### src/design/lpht_pkg.sv
package lpht_pkg;

  // Table geometry.
  localparam int TABLE_SIZE = 16;
  localparam int IDX_W      = $clog2(TABLE_SIZE);

  // Field widths of the two channels.
  localparam int CMD_W    = 2;
  localparam int KEY_W    = 16;
  localparam int STATUS_W = 3;
  localparam int SLOT_W   = 4;

  // Reciprocal of the table size for the home-slot reduction.
  // floor(key * RECIP / 2^RECIP_W) is the true quotient or one less.
  localparam int RECIP_W = 32;
  localparam logic [RECIP_W-1:0] RECIP = RECIP_W'((64'd1 << RECIP_W) / TABLE_SIZE);

  // Commands.
  typedef enum logic [CMD_W-1:0] {
    CMD_INSERT = 2'd0,
    CMD_DELETE = 2'd1,
    CMD_SEARCH = 2'd2
  } cmd_e;

  // Result codes.
  typedef enum logic [STATUS_W-1:0] {
    ST_INSERTED = 3'd0,
    ST_DELETED  = 3'd1,
    ST_FOUND    = 3'd2,
    ST_MISSING  = 3'd3,
    ST_FULL     = 3'd4
  } status_e;

  // Slot tags.
  typedef enum logic [1:0] {
    TAG_EMPTY = 2'd0,
    TAG_USED  = 2'd1,
    TAG_GONE  = 2'd2
  } tag_e;

  typedef logic [IDX_W-1:0] idx_t;

  // One table entry: tag and key.
  typedef struct packed {
    tag_e             tag;
    logic [KEY_W-1:0] key;
  } entry_t;

  // Memory request from the probe sequencer to the slot store.
  typedef struct packed {
    logic   rd_en;
    idx_t   rd_addr;
    logic   wr_en;
    idx_t   wr_addr;
    entry_t wr_data;
  } mem_req_t;

  // Finished result handed to the output stage.
  typedef struct packed {
    status_e           status;
    logic [SLOT_W-1:0] slot;
  } res_t;

  // Low SLOT_W bits of a slot index, zero-extended when the index is narrower.
  function automatic logic [SLOT_W-1:0] slot_of(idx_t idx);
    logic [IDX_W+SLOT_W-1:0] wide;
    wide = {{SLOT_W{1'b0}}, idx};
    return wide[SLOT_W-1:0];
  endfunction

endpackage

### src/design/lpht_store.sv
module lpht_store import lpht_pkg::*; (
  input  logic     clk_i,
  input  logic     rst_ni,
  input  mem_req_t req_i,
  output entry_t   rd_data_o
);

  // Slot memory: one write and one read port, registered read data.
  entry_t mem_q [TABLE_SIZE];
  entry_t rd_data_q;

  // One valid bit per slot; a slot never written reads as empty.
  logic [TABLE_SIZE-1:0] vld_q;
  logic                  rd_vld_q;

  always_ff @(posedge clk_i) begin
    if (req_i.wr_en) begin
      mem_q[req_i.wr_addr] <= req_i.wr_data;
    end
    if (req_i.rd_en) begin
      rd_data_q <= mem_q[req_i.rd_addr];
    end
  end

  always_ff @(posedge clk_i or negedge rst_ni) begin
    if (!rst_ni) begin
      vld_q    <= '0;
      rd_vld_q <= 1'b0;
    end else begin
      if (req_i.wr_en) begin
        vld_q[req_i.wr_addr] <= 1'b1;
      end
      if (req_i.rd_en) begin
        rd_vld_q <= vld_q[req_i.rd_addr];
      end
    end
  end

  // Entries that were never written look empty with key zero.
  assign rd_data_o = rd_vld_q ? rd_data_q : entry_t'{tag: TAG_EMPTY, key: '0};

  // A written slot is marked valid on the following cycle.
  a_wr_sets_valid: assert property (@(posedge clk_i) disable iff (!rst_ni)
    req_i.wr_en |=> vld_q[$past(req_i.wr_addr)])
    else $error("written slot not marked valid");

  // The sequencer never reads and writes the store in the same cycle.
  a_no_rw_overlap: assert property (@(posedge clk_i) disable iff (!rst_ni)
    !(req_i.wr_en && req_i.rd_en))
    else $error("read and write in the same cycle");

  // Reset leaves every slot empty.
  a_reset_empty: assert property (@(posedge clk_i)
    !rst_ni |=> vld_q == '0)
    else $error("valid bits not cleared by reset");

endmodule

### src/design/lpht_probe.sv
module lpht_probe import lpht_pkg::*; (
  input  logic             clk_i,
  input  logic             rst_ni,
  input  logic             in_valid_i,
  output logic             in_stall_o,
  input  logic [CMD_W-1:0] command_i,
  input  logic [KEY_W-1:0] key_i,
  output mem_req_t         mem_req_o,
  input  entry_t           rd_data_i,
  output logic             res_valid_o,
  input  logic             res_ready_i,
  output res_t             res_o
);

  typedef enum logic [2:0] {
    S_IDLE,
    S_MUL,
    S_HOME,
    S_PROBE,
    S_HOLD
  } state_e;

  state_e           state_q;
  logic [CMD_W-1:0] cmd_q;
  logic [KEY_W-1:0] key_q;
  logic [KEY_W-1:0] quot_q;
  idx_t             addr_q;
  idx_t             cnt_q;
  res_t             res_q;

  logic [KEY_W+RECIP_W-1:0] prod;
  logic [2*KEY_W-1:0]       qd;
  logic [KEY_W-1:0]         rem_raw;
  logic [KEY_W-1:0]         rem;
  idx_t                     home;
  idx_t                     next_addr;
  logic                     cmd_ok;
  logic                     is_insert;
  logic                     take;
  logic                     hit;
  logic                     miss;
  logic                     last;
  logic                     finish;

  // Home slot: quotient estimate from the reciprocal, then one correction.
  assign prod    = (KEY_W+RECIP_W)'(key_q) * (KEY_W+RECIP_W)'(RECIP);
  assign qd      = (2*KEY_W)'(quot_q) * (2*KEY_W)'(TABLE_SIZE);
  assign rem_raw = key_q - qd[KEY_W-1:0];
  assign rem     = (rem_raw >= KEY_W'(TABLE_SIZE)) ? rem_raw - KEY_W'(TABLE_SIZE) : rem_raw;
  assign home    = rem[IDX_W-1:0];

  assign cmd_ok    = (cmd_q == CMD_INSERT) || (cmd_q == CMD_DELETE) || (cmd_q == CMD_SEARCH);
  assign is_insert = (cmd_q == CMD_INSERT);

  // Decision on the slot just read.
  assign take      = is_insert && (rd_data_i.tag != TAG_USED);
  assign hit       = !is_insert && (rd_data_i.tag == TAG_USED) && (rd_data_i.key == key_q);
  assign miss      = !is_insert && (rd_data_i.tag == TAG_EMPTY);
  assign last      = (cnt_q == IDX_W'(TABLE_SIZE - 1));
  assign finish    = take || hit || miss || last;
  assign next_addr = (addr_q == IDX_W'(TABLE_SIZE - 1)) ? '0 : addr_q + idx_t'(1);

  // Memory requests: one read per probe step, a write on the final step of an insert or delete.
  always_comb begin
    mem_req_o = '0;
    unique case (state_q)
      S_HOME: begin
        if (cmd_ok) begin
          mem_req_o.rd_en   = 1'b1;
          mem_req_o.rd_addr = home;
        end
      end
      S_PROBE: begin
        if (take) begin
          mem_req_o.wr_en   = 1'b1;
          mem_req_o.wr_addr = addr_q;
          mem_req_o.wr_data = '{tag: TAG_USED, key: key_q};
        end else if (hit && (cmd_q == CMD_DELETE)) begin
          mem_req_o.wr_en   = 1'b1;
          mem_req_o.wr_addr = addr_q;
          mem_req_o.wr_data = '{tag: TAG_GONE, key: rd_data_i.key};
        end else if (!finish) begin
          mem_req_o.rd_en   = 1'b1;
          mem_req_o.rd_addr = next_addr;
        end
      end
      S_IDLE, S_MUL, S_HOLD: begin
      end
      default: begin
      end
    endcase
  end

  // Sequencer state and the finished result.
  always_ff @(posedge clk_i or negedge rst_ni) begin
    if (!rst_ni) begin
      state_q <= S_IDLE;
      cmd_q   <= '0;
      key_q   <= '0;
      quot_q  <= '0;
      addr_q  <= '0;
      cnt_q   <= '0;
      res_q   <= '{status: ST_MISSING, slot: '0};
    end else begin
      unique case (state_q)
        S_IDLE: begin
          if (in_valid_i) begin
            cmd_q   <= command_i;
            key_q   <= key_i;
            state_q <= S_MUL;
          end
        end
        S_MUL: begin
          quot_q  <= prod[KEY_W+RECIP_W-1:RECIP_W];
          state_q <= S_HOME;
        end
        S_HOME: begin
          addr_q <= home;
          cnt_q  <= '0;
          if (cmd_ok) begin
            state_q <= S_PROBE;
          end else begin
            res_q   <= '{status: ST_MISSING, slot: '0};
            state_q <= S_HOLD;
          end
        end
        S_PROBE: begin
          if (take) begin
            res_q   <= '{status: ST_INSERTED, slot: slot_of(addr_q)};
            state_q <= S_HOLD;
          end else if (hit) begin
            res_q   <= '{status: (cmd_q == CMD_DELETE) ? ST_DELETED : ST_FOUND,
                         slot: slot_of(addr_q)};
            state_q <= S_HOLD;
          end else if (miss || last) begin
            res_q   <= '{status: is_insert ? ST_FULL : ST_MISSING, slot: '0};
            state_q <= S_HOLD;
          end else begin
            addr_q <= next_addr;
            cnt_q  <= cnt_q + idx_t'(1);
          end
        end
        S_HOLD: begin
          if (res_ready_i) begin
            state_q <= S_IDLE;
          end
        end
        default: begin
          state_q <= S_IDLE;
        end
      endcase
    end
  end

  assign in_stall_o  = (state_q != S_IDLE);
  assign res_valid_o = (state_q == S_HOLD);
  assign res_o       = res_q;

  // An accepted beat starts the home-slot computation.
  a_accept_starts: assert property (@(posedge clk_i) disable iff (!rst_ni)
    in_valid_i && !in_stall_o |=> state_q == S_MUL)
    else $error("accepted beat did not start a probe");

  // A table write always ends the probe sequence.
  a_write_ends: assert property (@(posedge clk_i) disable iff (!rst_ni)
    mem_req_o.wr_en |=> state_q == S_HOLD)
    else $error("probe continued after a write");

  // The probe counter never passes the table size.
  a_cnt_bound: assert property (@(posedge clk_i) disable iff (!rst_ni)
    state_q == S_PROBE && !finish |=> cnt_q != '0)
    else $error("probe counter wrapped");

endmodule

### src/design/linear_probe_hash_table.sv
// Open-addressing hash table with linear probing over TABLE_SIZE slots.
// Input channel: in_valid_i / in_stall_o carry one beat of command_i
// (insert, delete, search) and key_i. Output channel: out_valid_o /
// out_stall_i carry one beat of status_o and slot_o per input beat.
// A beat moves on a rising edge with valid high and stall low.
// Sequence: after an input beat is accepted, the key is reduced to its home
// slot (S_MUL, S_HOME), then the slot store is read one slot per cycle
// until the probe ends (S_PROBE), and the result is held for the output
// register (S_HOLD). An unused command skips the probe and gives ST_MISSING.
// The sequencer takes no new beat until it has handed its result over; the
// probe loop and the single read port on the slot store set this pace.
// The output register lets the next beat be taken while a result waits.
// If out_stall_i holds the output register full when the next result is
// ready, the sequencer waits and keeps in_stall_o high until it drains.
// Reset clears every slot to empty at once and empties the output register.
module linear_probe_hash_table import lpht_pkg::*; (
  input  logic                clk_i,
  input  logic                rst_ni,
  input  logic                in_valid_i,
  output logic                in_stall_o,
  input  logic [CMD_W-1:0]    command_i,
  input  logic [KEY_W-1:0]    key_i,
  output logic                out_valid_o,
  input  logic                out_stall_i,
  output logic [STATUS_W-1:0] status_o,
  output logic [SLOT_W-1:0]   slot_o
);

  mem_req_t mem_req;
  entry_t   rd_data;
  logic     res_valid;
  logic     res_ready;
  res_t     res;

  logic                out_valid_q;
  logic                out_valid_d;
  logic [STATUS_W-1:0] status_q;
  logic [SLOT_W-1:0]   slot_q;

  lpht_store u_store (
    .clk_i     (clk_i),
    .rst_ni    (rst_ni),
    .req_i     (mem_req),
    .rd_data_o (rd_data)
  );

  lpht_probe u_probe (
    .clk_i       (clk_i),
    .rst_ni      (rst_ni),
    .in_valid_i  (in_valid_i),
    .in_stall_o  (in_stall_o),
    .command_i   (command_i),
    .key_i       (key_i),
    .mem_req_o   (mem_req),
    .rd_data_i   (rd_data),
    .res_valid_o (res_valid),
    .res_ready_i (res_ready),
    .res_o       (res)
  );

  // Output register: loads when empty or being drained this cycle.
  assign res_ready = !out_valid_q || !out_stall_i;

  always_comb begin
    out_valid_d = out_valid_q;
    if (res_valid && res_ready) begin
      out_valid_d = 1'b1;
    end else if (!out_stall_i) begin
      out_valid_d = 1'b0;
    end
  end

  always_ff @(posedge clk_i or negedge rst_ni) begin
    if (!rst_ni) begin
      out_valid_q <= 1'b0;
    end else begin
      out_valid_q <= out_valid_d;
    end
  end

  always_ff @(posedge clk_i) begin
    if (res_valid && res_ready) begin
      status_q <= res.status;
      slot_q   <= res.slot;
    end
  end

  assign out_valid_o = out_valid_q;
  assign status_o    = status_q;
  assign slot_o      = slot_q;

  // A result handed over is always captured by the output register.
  a_res_captured: assert property (@(posedge clk_i) disable iff (!rst_ni)
    res_valid && res_ready |=> out_valid_o)
    else $error("handed result not captured");

  // Slot is zero whenever the status reports no slot.
  a_slot_zero: assert property (@(posedge clk_i) disable iff (!rst_ni)
    out_valid_o && (status_o == ST_MISSING || status_o == ST_FULL) |-> slot_o == '0)
    else $error("slot set on a miss or full result");

  // The block never accepts a new beat while a result is still being formed.
  a_one_in_flight: assert property (@(posedge clk_i) disable iff (!rst_ni)
    res_valid |-> in_stall_o)
    else $error("input accepted while a result is pending");

endmodule

### config.mk
export PLATFORM = sky130hd
export DESIGN_NAME = linear_probe_hash_table
export DESIGN_NICKNAME = d
export VERILOG_FILES = /design/src/design/lpht_pkg.sv /design/src/design/lpht_store.sv /design/src/design/lpht_probe.sv /design/src/design/linear_probe_hash_table.sv
export SDC_FILE = /design/constraint.sdc
export NUM_CORES = 1
export LEC_CHECK = 0
export ABC_AREA = 1
export BUFFER_PORTS_ARGS = -buffer_cell sky130_fd_sc_hd__buf_2
export CORE_ASPECT_RATIO = 1.2
export CORE_MARGIN = 4
export CORE_UTILIZATION = 50
export CTS_CLUSTER_DIAMETER = 150
export CTS_CLUSTER_SIZE = 20
export DETAILED_ROUTE_END_ITERATION = 7
export GPL_TIMING_DRIVEN = 0
export PLACE_DENSITY = 0.74
export SKIP_CTS_REPAIR_TIMING = 1
export SYNTH_ARGS = -nofsm -noshare
export SYNTH_HDL_FRONTEND = slang
export SYNTH_SLANG_ARGS = --single-unit
### constraint.sdc
create_clock -name clk_i -period 4.8 [get_ports clk_i]
set_input_delay 1.44 -clock clk_i [delete_from_list [all_inputs] [get_ports clk_i]]
set_output_delay 1.44 -clock clk_i [all_outputs]
set_load 0.01 [all_outputs]
# Word level (Yosys, flattened, before mapping)
# Memory sizes are Yosys's and may differ from the RTL's. A register that Yosys moved wholly into a read port is not among the register bits.
# Index checks and enable logic that the tools add are counted.
dict set report totals {
  ff_bits 73
  mem_bits_rw 288
  input_bits 22
  out_inout_bits 9
  word_cells 109
  memories 1
}
dict set report classes {
  n_addsub 4
  n_lt_le_gt_ge 4
  n_eq_ne 19
  mux 41
  bitwise 1
  n_reduce_logical 26
}
# name words word_bits rd rd_ports_with_merged_regs wr line
set memory_table {}
lappend memory_table {u_store.mem_q 16 18 1 1 1 lpht_store.sv:9} ;# entry_t mem_q [TABLE_SIZE];
# cell count
set op_table {}
lappend op_table {{two-way mux 23 bit} 3}
lappend op_table {{two-way mux 4 bit} 8}
lappend op_table {{two-way mux 7 bit} 4}
lappend op_table {{two-way mux 3 bit} 7}
lappend op_table {{two-way mux 5 bit} 4}
lappend op_table {{two-way mux 18 bit} 1}
lappend op_table {{equality test 16 bit} 1}
lappend op_table {{greater-or-equal comparator 16 x 5 -> 1 bit (second input constant)} 1}
lappend op_table {{OR 16 bit} 1}
lappend op_table {{one-hot mux 4 bit (2 select lines)} 2}
lappend op_table {{subtractor 16 bit} 1}
lappend op_table {{one-hot mux 3 bit (5 select lines)} 1}
lappend op_table {{one-hot mux 7 bit (2 select lines)} 1}
lappend op_table {{< comparator 4 x 5 -> 1 bit (second input constant)} 2}
lappend op_table {{inequality test 2 bit (second input constant)} 5}
lappend op_table {{one-hot mux 5 bit (2 select lines)} 1}
lappend op_table {{adder 4 x 1 -> 4 bit (second input constant)} 2}
lappend op_table {{equality test 4 bit (second input constant)} 2}
lappend op_table {{logical AND 1 bit} 7}
lappend op_table {{logical OR 1 bit} 7}
lappend op_table {{equality test 3 x 2 -> 1 bit (second input constant)} 2}
lappend op_table {{two-way mux 1 bit} 6}
lappend op_table {{inequality test 2 x 1 -> 1 bit (second input constant)} 3}
lappend op_table {{AND reduction 3 bit} 2}
lappend op_table {{other kinds (17)} 21}

# Depth between registers and ports, before layout
# Gate-level depths: netlist of run 1.
dict set report depth {
  ltp_word 13
  depth_mapped 19
  depth_no_buf 18
}

# By module
# A second synthesis of run 1 with hierarchy kept.
dict set report hier_totals {
  cells_unflattened 1368
  hier_area_um2 15492.4
}
# module n_inst cells_per_inst area_per_inst_um2 seq_area_each_um2
set by_module_without_submodules {}
lappend by_module_without_submodules {lpht_store 1 993 12787.3 9614.2}
lappend by_module_without_submodules {lpht_probe 1 363 2453.6 903.4}
lappend by_module_without_submodules {linear_probe_hash_table 1 12 251.5 235.2}

# Worst setup path before layout of run 1
# No wires, ideal clock.
dict set report synth_timing {
  path_type {reg2reg}
  start {register u_store.rd_vld_q}
  end {memory u_store.mem_q[11][0] (netlist bit), enable pin}
  setup_ps 393
  arrival_time_ps 3050
  t_required_ps 4407
  slack_ps 1358
  stages_incl_launch_ff 11
  path_buffers 1
  synth_period_minus_slack_ps 3442
  path_cell_list {dfrtp_1 buf_4 nand2_2 nor2_2 nor2_1 inv_2 nor2_1 nor2_1 nor2_1 nand2_1 nor2_1}
}
dict set report synth_via {
  elab_chain_len 10
  elab_cells_between_ends 13
  cone_classes {eq/ne: 3; mux: 6; reduce/logical: 4}
}
# item line
set synth_rtl {}
lappend synth_rtl {{from (decl)} lpht_store.sv:14} ;# logic rd_vld_q;
lappend synth_rtl {{from (signal assigned)} lpht_store.sv:34} ;# rd_vld_q <= vld_q[req_i.rd_addr];
lappend synth_rtl {{two-way mux 18 bit *} lpht_store.sv:40} ;# assign rd_data_o = rd_vld_q ? rd_data_q : entry_t'{tag: TAG_EMPTY, key: '0};
lappend synth_rtl {{branches (longest 5 deep; another with two-way mux 23 bit)} n/a}
lappend synth_rtl {{two-way mux 23 bit *} lpht_probe.sv:74} ;# if (take) begin
lappend synth_rtl {{two-way mux 23 bit *} lpht_probe.sv:66} ;# unique case (state_q)
lappend synth_rtl {{two-way mux 1 bit} lpht_store.sv:17} ;# if (req_i.wr_en) begin
lappend synth_rtl {{two-way mux 1 bit (implied by the code)} lpht_store.sv:18} ;# mem_q[req_i.wr_addr] <= req_i.wr_data;
lappend synth_rtl {{to (decl)} lpht_store.sv:9}
# Mark *: on every way between the ends.

# Worst setup path in the final report of run 1
dict set report layout_timing {
  start {register u_probe.cmd_q[1]}
  end {memory u_store.mem_q[6][9] (netlist bit), enable pin}
}
dict set report layout_via {
  elab_chain_len 10
  elab_cells_between_ends 12
  cone_classes {eq/ne: 1; mux: 5; reduce/logical: 6}
}
# item line
set layout_rtl {}
lappend layout_rtl {{from (decl)} lpht_probe.sv:24} ;# logic [CMD_W-1:0] cmd_q;
lappend layout_rtl {{from (signal assigned)} lpht_probe.sv:108} ;# cmd_q <= command_i;
lappend layout_rtl {{zero test 2 bit} lpht_probe.sv:53} ;# assign is_insert = (cmd_q == CMD_INSERT);
lappend layout_rtl {{zero test 1 bit} lpht_probe.sv:57} ;# assign hit = !is_insert && (rd_data_i.tag == TAG_USED) && (rd_data_i.key == key_q);
lappend layout_rtl {{logical AND 1 bit (2 in series)} lpht_probe.sv:57}
lappend layout_rtl {{logical AND 1 bit} lpht_probe.sv:78} ;# end else if (hit && (cmd_q == CMD_DELETE)) begin
lappend layout_rtl {{two-way mux 23 bit} lpht_probe.sv:78}
lappend layout_rtl {{two-way mux 23 bit *} lpht_probe.sv:74}
lappend layout_rtl {{two-way mux 23 bit *} lpht_probe.sv:66}
lappend layout_rtl {{two-way mux 1 bit} lpht_store.sv:17}
lappend layout_rtl {{two-way mux 1 bit (implied by the code)} lpht_store.sv:18}
# Mark *: on every way between the ends. The rest lies on a longest branch, timed or not.

==> results of run 1 <==
-- cells in the mapped netlist --
cell type	count	area [sq um]
a22oi_1	1	7.51
nor3_1	2	10.0
nor3_2	1	10.0
mux2_2	3	33.8
nand2_2	2	12.5
inv_1	194	728
ha_1	2	25.0
inv_2	8	30.0
buf_4	6	45.0
o21ai_1	2	10.0
buf_6	1	11.3
nand3_4	1	17.5
xor2_1	3	26.3
nand2_4	1	11.3
nand4_1	2	12.5
a21o_1	1	7.51
o211ai_1	144	1080
o22ai_1	1	6.26
o21ai_0	46	230
nor2_2	5	31.3
nand4_4	1	21.3
dfstp_2	2	52.6
o221ai_1	3	26.3
nor3_4	1	16.3
buf_2	42	210
o31ai_1	3	22.5
nand3_1	132	661
o32ai_1	9	78.8
a31oi_1	2	12.5
edfxtp_1	313	9400
mux2i_1	1	10.0
nand2_1	261	980
clkbuf_1	20	75.1
a211oi_1	3	22.5
a21oi_1	19	95.1
dfrtp_1	52	1300
nor2_1	66	248
nor2_4	1	11.3
-- final timing paths --
path,slack [ps],start,cells past startpoint,end
min reg2reg,450,u_probe.res_o[1],0,slot_o[1]
min,450,u_probe.res_o[1],0,slot_o[1]
max in group asynchronous,2910,rst_ni,1,u_probe.key_q[9]
max,390,u_probe.cmd_q[1],10,u_store.mem_q[6][9]
max reg2reg,390,u_probe.cmd_q[1],10,u_store.mem_q[6][9]
min in group asynchronous,1160,rst_ni,1,u_store.vld_q[13]
-- cells by family (layout without fill, tap and decap cells) --
group,count (synthesis),count (layout),synth area share [%]
simple gates,476,476,13.1
buf+inv,271,371,7.05
compound gates,234,234,10.3
mux,4,4,0.281
fa+ha+maj,2,2,0.160
xor+xnor,3,3,0.169
flops,367,367,69.0
-- flip-flops by register name, indices dropped and copies added, names as in the netlist, 2 cells and up --
signal and count:
status_o 3, u_probe.state_q 3, u_probe.res_o 7, u_probe.key_q 16, slot_o 4, u_probe.cnt_q 4, u_store.rd_data_q 18, u_probe.addr_q 4
u_probe.cmd_q 2, u_store.vld_q 16, u_store.mem_q 288
-- stage by stage --
stage	TNS, ps	power [mW]	setup WS [ps]	hold WS, ps	cell area [sq um]
after floorplan	0	5.71	1360	425	15600
after global placement	-118960	6.62	-522	433	16200
after detailed placement	-1860	6.73	-87.1	432	16800
after CTS	-4350	8.60	-117	452	17500
after global routing	0	9.03	155	470	17500
final	0	8.61	386	451	17500
-- cell usage in the layout (no fill, tap or decap), types with 3 or more instances in the layout --
| cell type | instances |
|---|---|
| edfxtp_1 | 313 |
| nand2_1 | 261 |
| inv_1 | 194 |
| o211ai_1 | 144 |
| nand3_1 | 132 |
| buf_2 | 72 |
| dfrtp_1 | 52 |
| nor2_1 | 49 |
| o21ai_0 | 45 |
| clkbuf_1 | 36 |
| clkbuf_16 | 23 |
| nor2_2 | 22 |
| a21oi_1 | 19 |
| buf_6 | 12 |
| buf_8 | 11 |
| buf_4 | 10 |
| o32ai_2 | 9 |
| inv_2 | 8 |
| buf_16 | 4 |
| mux2_2 | 3 |
| o221ai_1 | 3 |
| xor2_1 | 3 |
| o21ai_1 | 3 |
| a211oi_2 | 3 |
-- layout make-up --
type | count | area, sq um | area share (%)
Inverter | 202 | 758 | 4.34
Clock inverter | 1 | 16.3 | 0.0932
Multi-Input combinational cell | 719 | 3880 | 22.2
Timing Repair Buffer | 60 | 579 | 3.32
Buffer | 69 | 342 | 1.96
Sequential cell | 367 | 10800 | 61.6
Tap cell | 396 | 495 | 2.84
Clock buffer | 39 | 636 | 3.64
-- power by group through the flow --
stage	sequential [mW]	clock [mW]	combinational, mW
after floorplan	3.98	0	1.73
after global placement	4.01	0	2.61
after detailed placement	4.01	0	2.71
after CTS	3.95	1.93	2.73
after global routing	3.97	2.04	3.01
final	3.95	1.91	2.76
-- routing by layer --
metal,global-route usage (%),vias to the layer above
li1,-,4888
met1,30.4,5142
met4,12.9,0
met5,0,-
met3,3.38,139
met2,39.8,577
-- worst reg2reg max path: stages (launching register included) --
cell	delay (ps)
dfrtp_1	440
nor2_1	260
inv_2	80
nor2_1	470
inv_2	230
nor2_2	780
nor2_1	400
nor2_1	260
nand2_1	310
nor2_2	660
buf_8	240
==> impl_metrics.env, run 1 <==
export IMPL_wl_met3_mm=3.57
export IMPL_vias=10700
export IMPL_area_growth_syn_to_layout_pct=12.0
export IMPL_cpMostUsedCell="nor2_1"
export IMPL_maxSlewHeadroom_pct=19.4
export IMPL_cp_slowest_stage_delay_ps=780
export IMPL_drt_initial_drc_count=1279
export IMPL_wl_met1_mm=15.0
export IMPL_tightest_slew_ps=1210
export IMPL_route_met2_wl_mm=19.7
export IMPL_status="completed"
export IMPL_cts_sinks=367
export IMPL_crit_family="simple AND/OR/NAND/NOR gates"
export IMPL_leakagePower_nw=6.71
export IMPL_p_per_area_nw_per_um2=493
export IMPL_worstSkewPairLatency_ps=530
export IMPL_ys_seq_area_share_pct=69.0
export IMPL_critPathKind="reg -> reg"
export IMPL_drc=0
export IMPL_arrival_ps=4660
export IMPL_final_cell_count_no_fill=1853
export IMPL_p_int_mw=5.49
export IMPL_avgSynthCellArea_sq_um=11.5
export IMPL_setup_violations=0
export IMPL_grt_pass1_vias=10800
export IMPL_hpwl_mm=28.5
export IMPL_crit_fanout=20
export IMPL_p_switching_mw=3.13
export IMPL_pwr_share_comb_pct=32.0
export IMPL_rsz0062_at_grt="no"
export IMPL_placementRows=70
export IMPL_max_freq_mhz=227
export IMPL_drt_total_wl_mm=40.7
export IMPL_dp_cells=1812
export IMPL_layout_drive_gt1_share_pct=13.0
export IMPL_die_h_microns=201
export IMPL_place_congestion=0.901
export IMPL_sw_frac_of_total_pct=36.3
export IMPL_ant_nets=0
export IMPL_via_per_inst=5.80
export IMPL_highest_layer="met4"
export IMPL_maxSlewViolCount=0
export IMPL_grtUsageTotal_pct=23.9
export IMPL_peakVddDrop_mv=0.389
export IMPL_final_hold_viol_count=0
export IMPL_die_area_sq_um=34100
export IMPL_syn_instance_count=1357
export IMPL_worstHoldPathType="reg -> reg"
export IMPL_worst_path_buf_inv=3
export IMPL_grt_max_degree=55
export IMPL_wire_per_inst_microns=22.0
export IMPL_fillers=2425
export IMPL_root_buffer="clkbuf_16"
export IMPL_port_buffers=30
export IMPL_io_pins=31
export IMPL_synth_cell_types=38
export IMPL_start_kind="flip-flop"
export IMPL_seq_power_share_pct=45.9
export IMPL_cts_buffers=22
export IMPL_fin_crit_ps=4410
export IMPL_grt_pass1_wl_mm=62.4
export IMPL_grt_overflow=0
export IMPL_min_period_over_period_pct=91.9
export IMPL_netlist_area_sq_um=15600
export IMPL_critPathRequiredTime_ps=5050
export IMPL_cts_tree="yes"
export IMPL_cp_end_kind="flip-flop"
export IMPL_skew_ps=15.5
export IMPL_antennaDiodeCount=0
export IMPL_clockBufferDepth=3
export IMPL_fp_dieW_microns=169
export IMPL_synth_seq_cells=367
export IMPL_antenna_found_initial=0
export IMPL_first_pass_iters=5
export IMPL_final_nets=1465
export IMPL_path_clk_slew_ps=80
export IMPL_initial_core_util_pct=50.9
export IMPL_maxCapViolations=0
export IMPL_fin_util_pct=57.0
export IMPL_crit_chain="nor2_1 > inv_2 > nor2_1 > inv_2 > nor2_2 > nor2_1 > nor2_1 > nand2_1 > nor2_2 > buf_8"
export IMPL_slowest_stage="nor2_2"
export IMPL_htreeDepth=1
export IMPL_clock_power_share_pct=22.1
export IMPL_syn_nets=1381
export IMPL_core_area_sq_um=30700
export IMPL_yosys_warnings=0
Note: power is estimated with default switching activity, not from simulation.
==> run 2: changes to the inputs <==
- SETUP_SLACK_MARGIN: unset -> 0.5
==> impl_metrics.env, run 2 (same netlist as run 1, synthesis figures left out) <==
export IMPL_status="completed"
export IMPL_fin_util_pct=57.0
export IMPL_crit_chain="nor2_1 > inv_2 > nor2_1 > inv_2 > nor2_4 > nor2_1 > nor2_1 > nand2_1 > nor2_2 > buf_8"
export IMPL_post_place_ws_ps=-87.1
export IMPL_crit_fanout=20
export IMPL_grtUsageTotal_pct=23.9
export IMPL_die_area_sq_um=34100
export IMPL_fillers=2426
export IMPL_htreeDepth=1
export IMPL_fp_dieW_microns=169
export IMPL_vias=10900
export IMPL_tightest_slew_ps=1210
export IMPL_drt_initial_drc_count=1296
export IMPL_maxCapViolations=0
export IMPL_worstSkewPairLatency_ps=530
export IMPL_path_clk_slew_ps=80
export IMPL_placementRows=70
export IMPL_cts_buffers=22
export IMPL_grt_pass1_vias=10800
export IMPL_initial_core_util_pct=50.9
export IMPL_cts_sinks=367
export IMPL_place_congestion=0.901
export IMPL_maxSlewHeadroom_pct=19.3
export IMPL_largest_register="u_store.mem_q"
export IMPL_min_period_over_period_pct=83.7
export IMPL_crit_family="simple AND/OR/NAND/NOR gates"
export IMPL_final_hold_viol_count=0
export IMPL_io_pins=31
export IMPL_p_per_area_nw_per_um2=495
export IMPL_regToRegEndpoint="u_store.mem_q[6][16]"
export IMPL_largest_register_ffs=288
export IMPL_max_freq_mhz=249
export IMPL_power_total_mw=8.65
export IMPL_cp_slowest_stage_delay_ps=650
export IMPL_final_setup_worst_slack_ps=780
export IMPL_cpMostUsedCell="nor2_1"
export IMPL_cts_tree="yes"
export IMPL_crit_start="u_probe.cmd_q[1]"
export IMPL_area_growth_syn_to_layout_pct=12.1
export IMPL_critPathKind="reg -> reg"
export IMPL_peakVddDrop_mv=0.386
export IMPL_crit_end="u_store.mem_q[6][16]"
export IMPL_hpwl_mm=28.5
export IMPL_final_nets=1466
export IMPL_ant_nets=0
export IMPL_reg_top3="u_store.mem_q: 288 flops, u_store.rd_data_q: 18 flops"
export IMPL_cp_end_kind="flip-flop"
export IMPL_layout_drive_gt1_share_pct=13.1
export IMPL_port_buffers=30
export IMPL_finalSetupTns_ps=0
export IMPL_root_buffer="clkbuf_16"
export IMPL_arrival_ps=4270
export IMPL_core_area_sq_um=30700
export IMPL_via_per_inst=5.85
export IMPL_clockBufferDepth=3
export IMPL_layout_commonest_cell="edfxtp_1"
export IMPL_worstHoldPathType="reg -> reg"
export IMPL_drc=0
export IMPL_leakagePower_nw=6.71
export IMPL_rr_worst_depth=10
export IMPL_first_pass_iters=7
export IMPL_wl_met1_mm=15.0
export IMPL_skew_ps=17.1
export IMPL_setup_violations=0
export IMPL_rrSetupSlack_ps=780
export IMPL_critPathRequiredTime_ps=5050
export IMPL_grt_overflow=0
export IMPL_grt_pass1_wl_mm=62.4
export IMPL_reg2reg_from="u_probe.cmd_q[1]"
export IMPL_antenna_found_initial=0
export IMPL_grt_max_degree=55
export IMPL_highest_layer="met4"
export IMPL_start_kind="flip-flop"
export IMPL_die_h_microns=201
export IMPL_wire_per_inst_microns=22.2
export IMPL_layout_common_cells="313 x edfxtp_1, 261 x nand2_1, 194 x inv_1, 144 x o211ai_1, 132 x nand3_1"
export IMPL_worst_path_buf_inv=3
export IMPL_drt_total_wl_mm=41.2
export IMPL_fin_crit_ps=4020
export IMPL_antennaDiodeCount=0
export IMPL_rsz0062_at_grt="no"
export IMPL_slowest_stage="nor2_2"
export IMPL_wl_met3_mm=3.82
export IMPL_route_met2_wl_mm=20.0
export IMPL_maxSlewViolCount=0
export IMPL_crit_cells=10
-- run 2: report_power, final --
part	total, mW	internal, mW	switching (mW)
logic	2.78	0.783	2.00
registers	3.95	3.80	0.155
clock network	1.92	0.908	1.01
total	8.65	5.49	3.16
-- run 2: worst min-delay path by stage --
| stage | from | endpoint | slack [ps] | cells after the start |
|---|---|---|---|---|
| after floorplan | u_probe.res_o[0] | slot_o[0] | 430 | 0 |
| after global placement | u_probe.res_o[6] | status_o[2] | 430 | 0 |
| after detailed placement | u_probe.res_o[1] | slot_o[1] | 430 | 0 |
| after CTS | u_probe.res_o[1] | slot_o[1] | 450 | 0 |
| after global routing | u_probe.res_o[1] | slot_o[1] | 470 | 0 |
| final | u_probe.res_o[1] | slot_o[1] | 450 | 0 |
-- run 2: area by class of cell --
type                    instances  area [sq um]  share of cell area (%)
flip-flops and latches        367         10800                    61.5
multi-input cells             720          3900                    22.3
inverters                     202           758                    4.34
clock buffers                  39           636                    3.64
repair buffers                 60           579                    3.31
well taps                     396           495                    2.84
plain buffers                  69           342                    1.95
clock inverters                 1          16.3                  0.0931
-- run 2: layer usage --
metal | track usage [%] | vias to the layer above
li1 | - | 4898
met3 | 3.38 | 127
met2 | 39.8 | 644
met5 | 0 | -
met1 | 30.4 | 5184
met4 | 12.9 | 0
-- run 2: worst reg2reg max path, cell delays in order, from the launching register on --
cell and delay, ps:
dfrtp_1 440, nor2_1 270, inv_2 80, nor2_1 470
inv_2 240, nor2_4 490, nor2_1 320, nor2_1 230
nand2_1 300, nor2_2 650, buf_8 240
-- run 2: stage by stage --
stage	instance area, sq um	hold WS, ps	std cells
5_1_grt	17500	470	1854
2_1_floorplan	15600	425	1357
3_5_place_dp	16800	432	1812
6_report	17500	452	1854
3_3_place_gp	16200	433	1783
4_1_cts	17500	452	1852
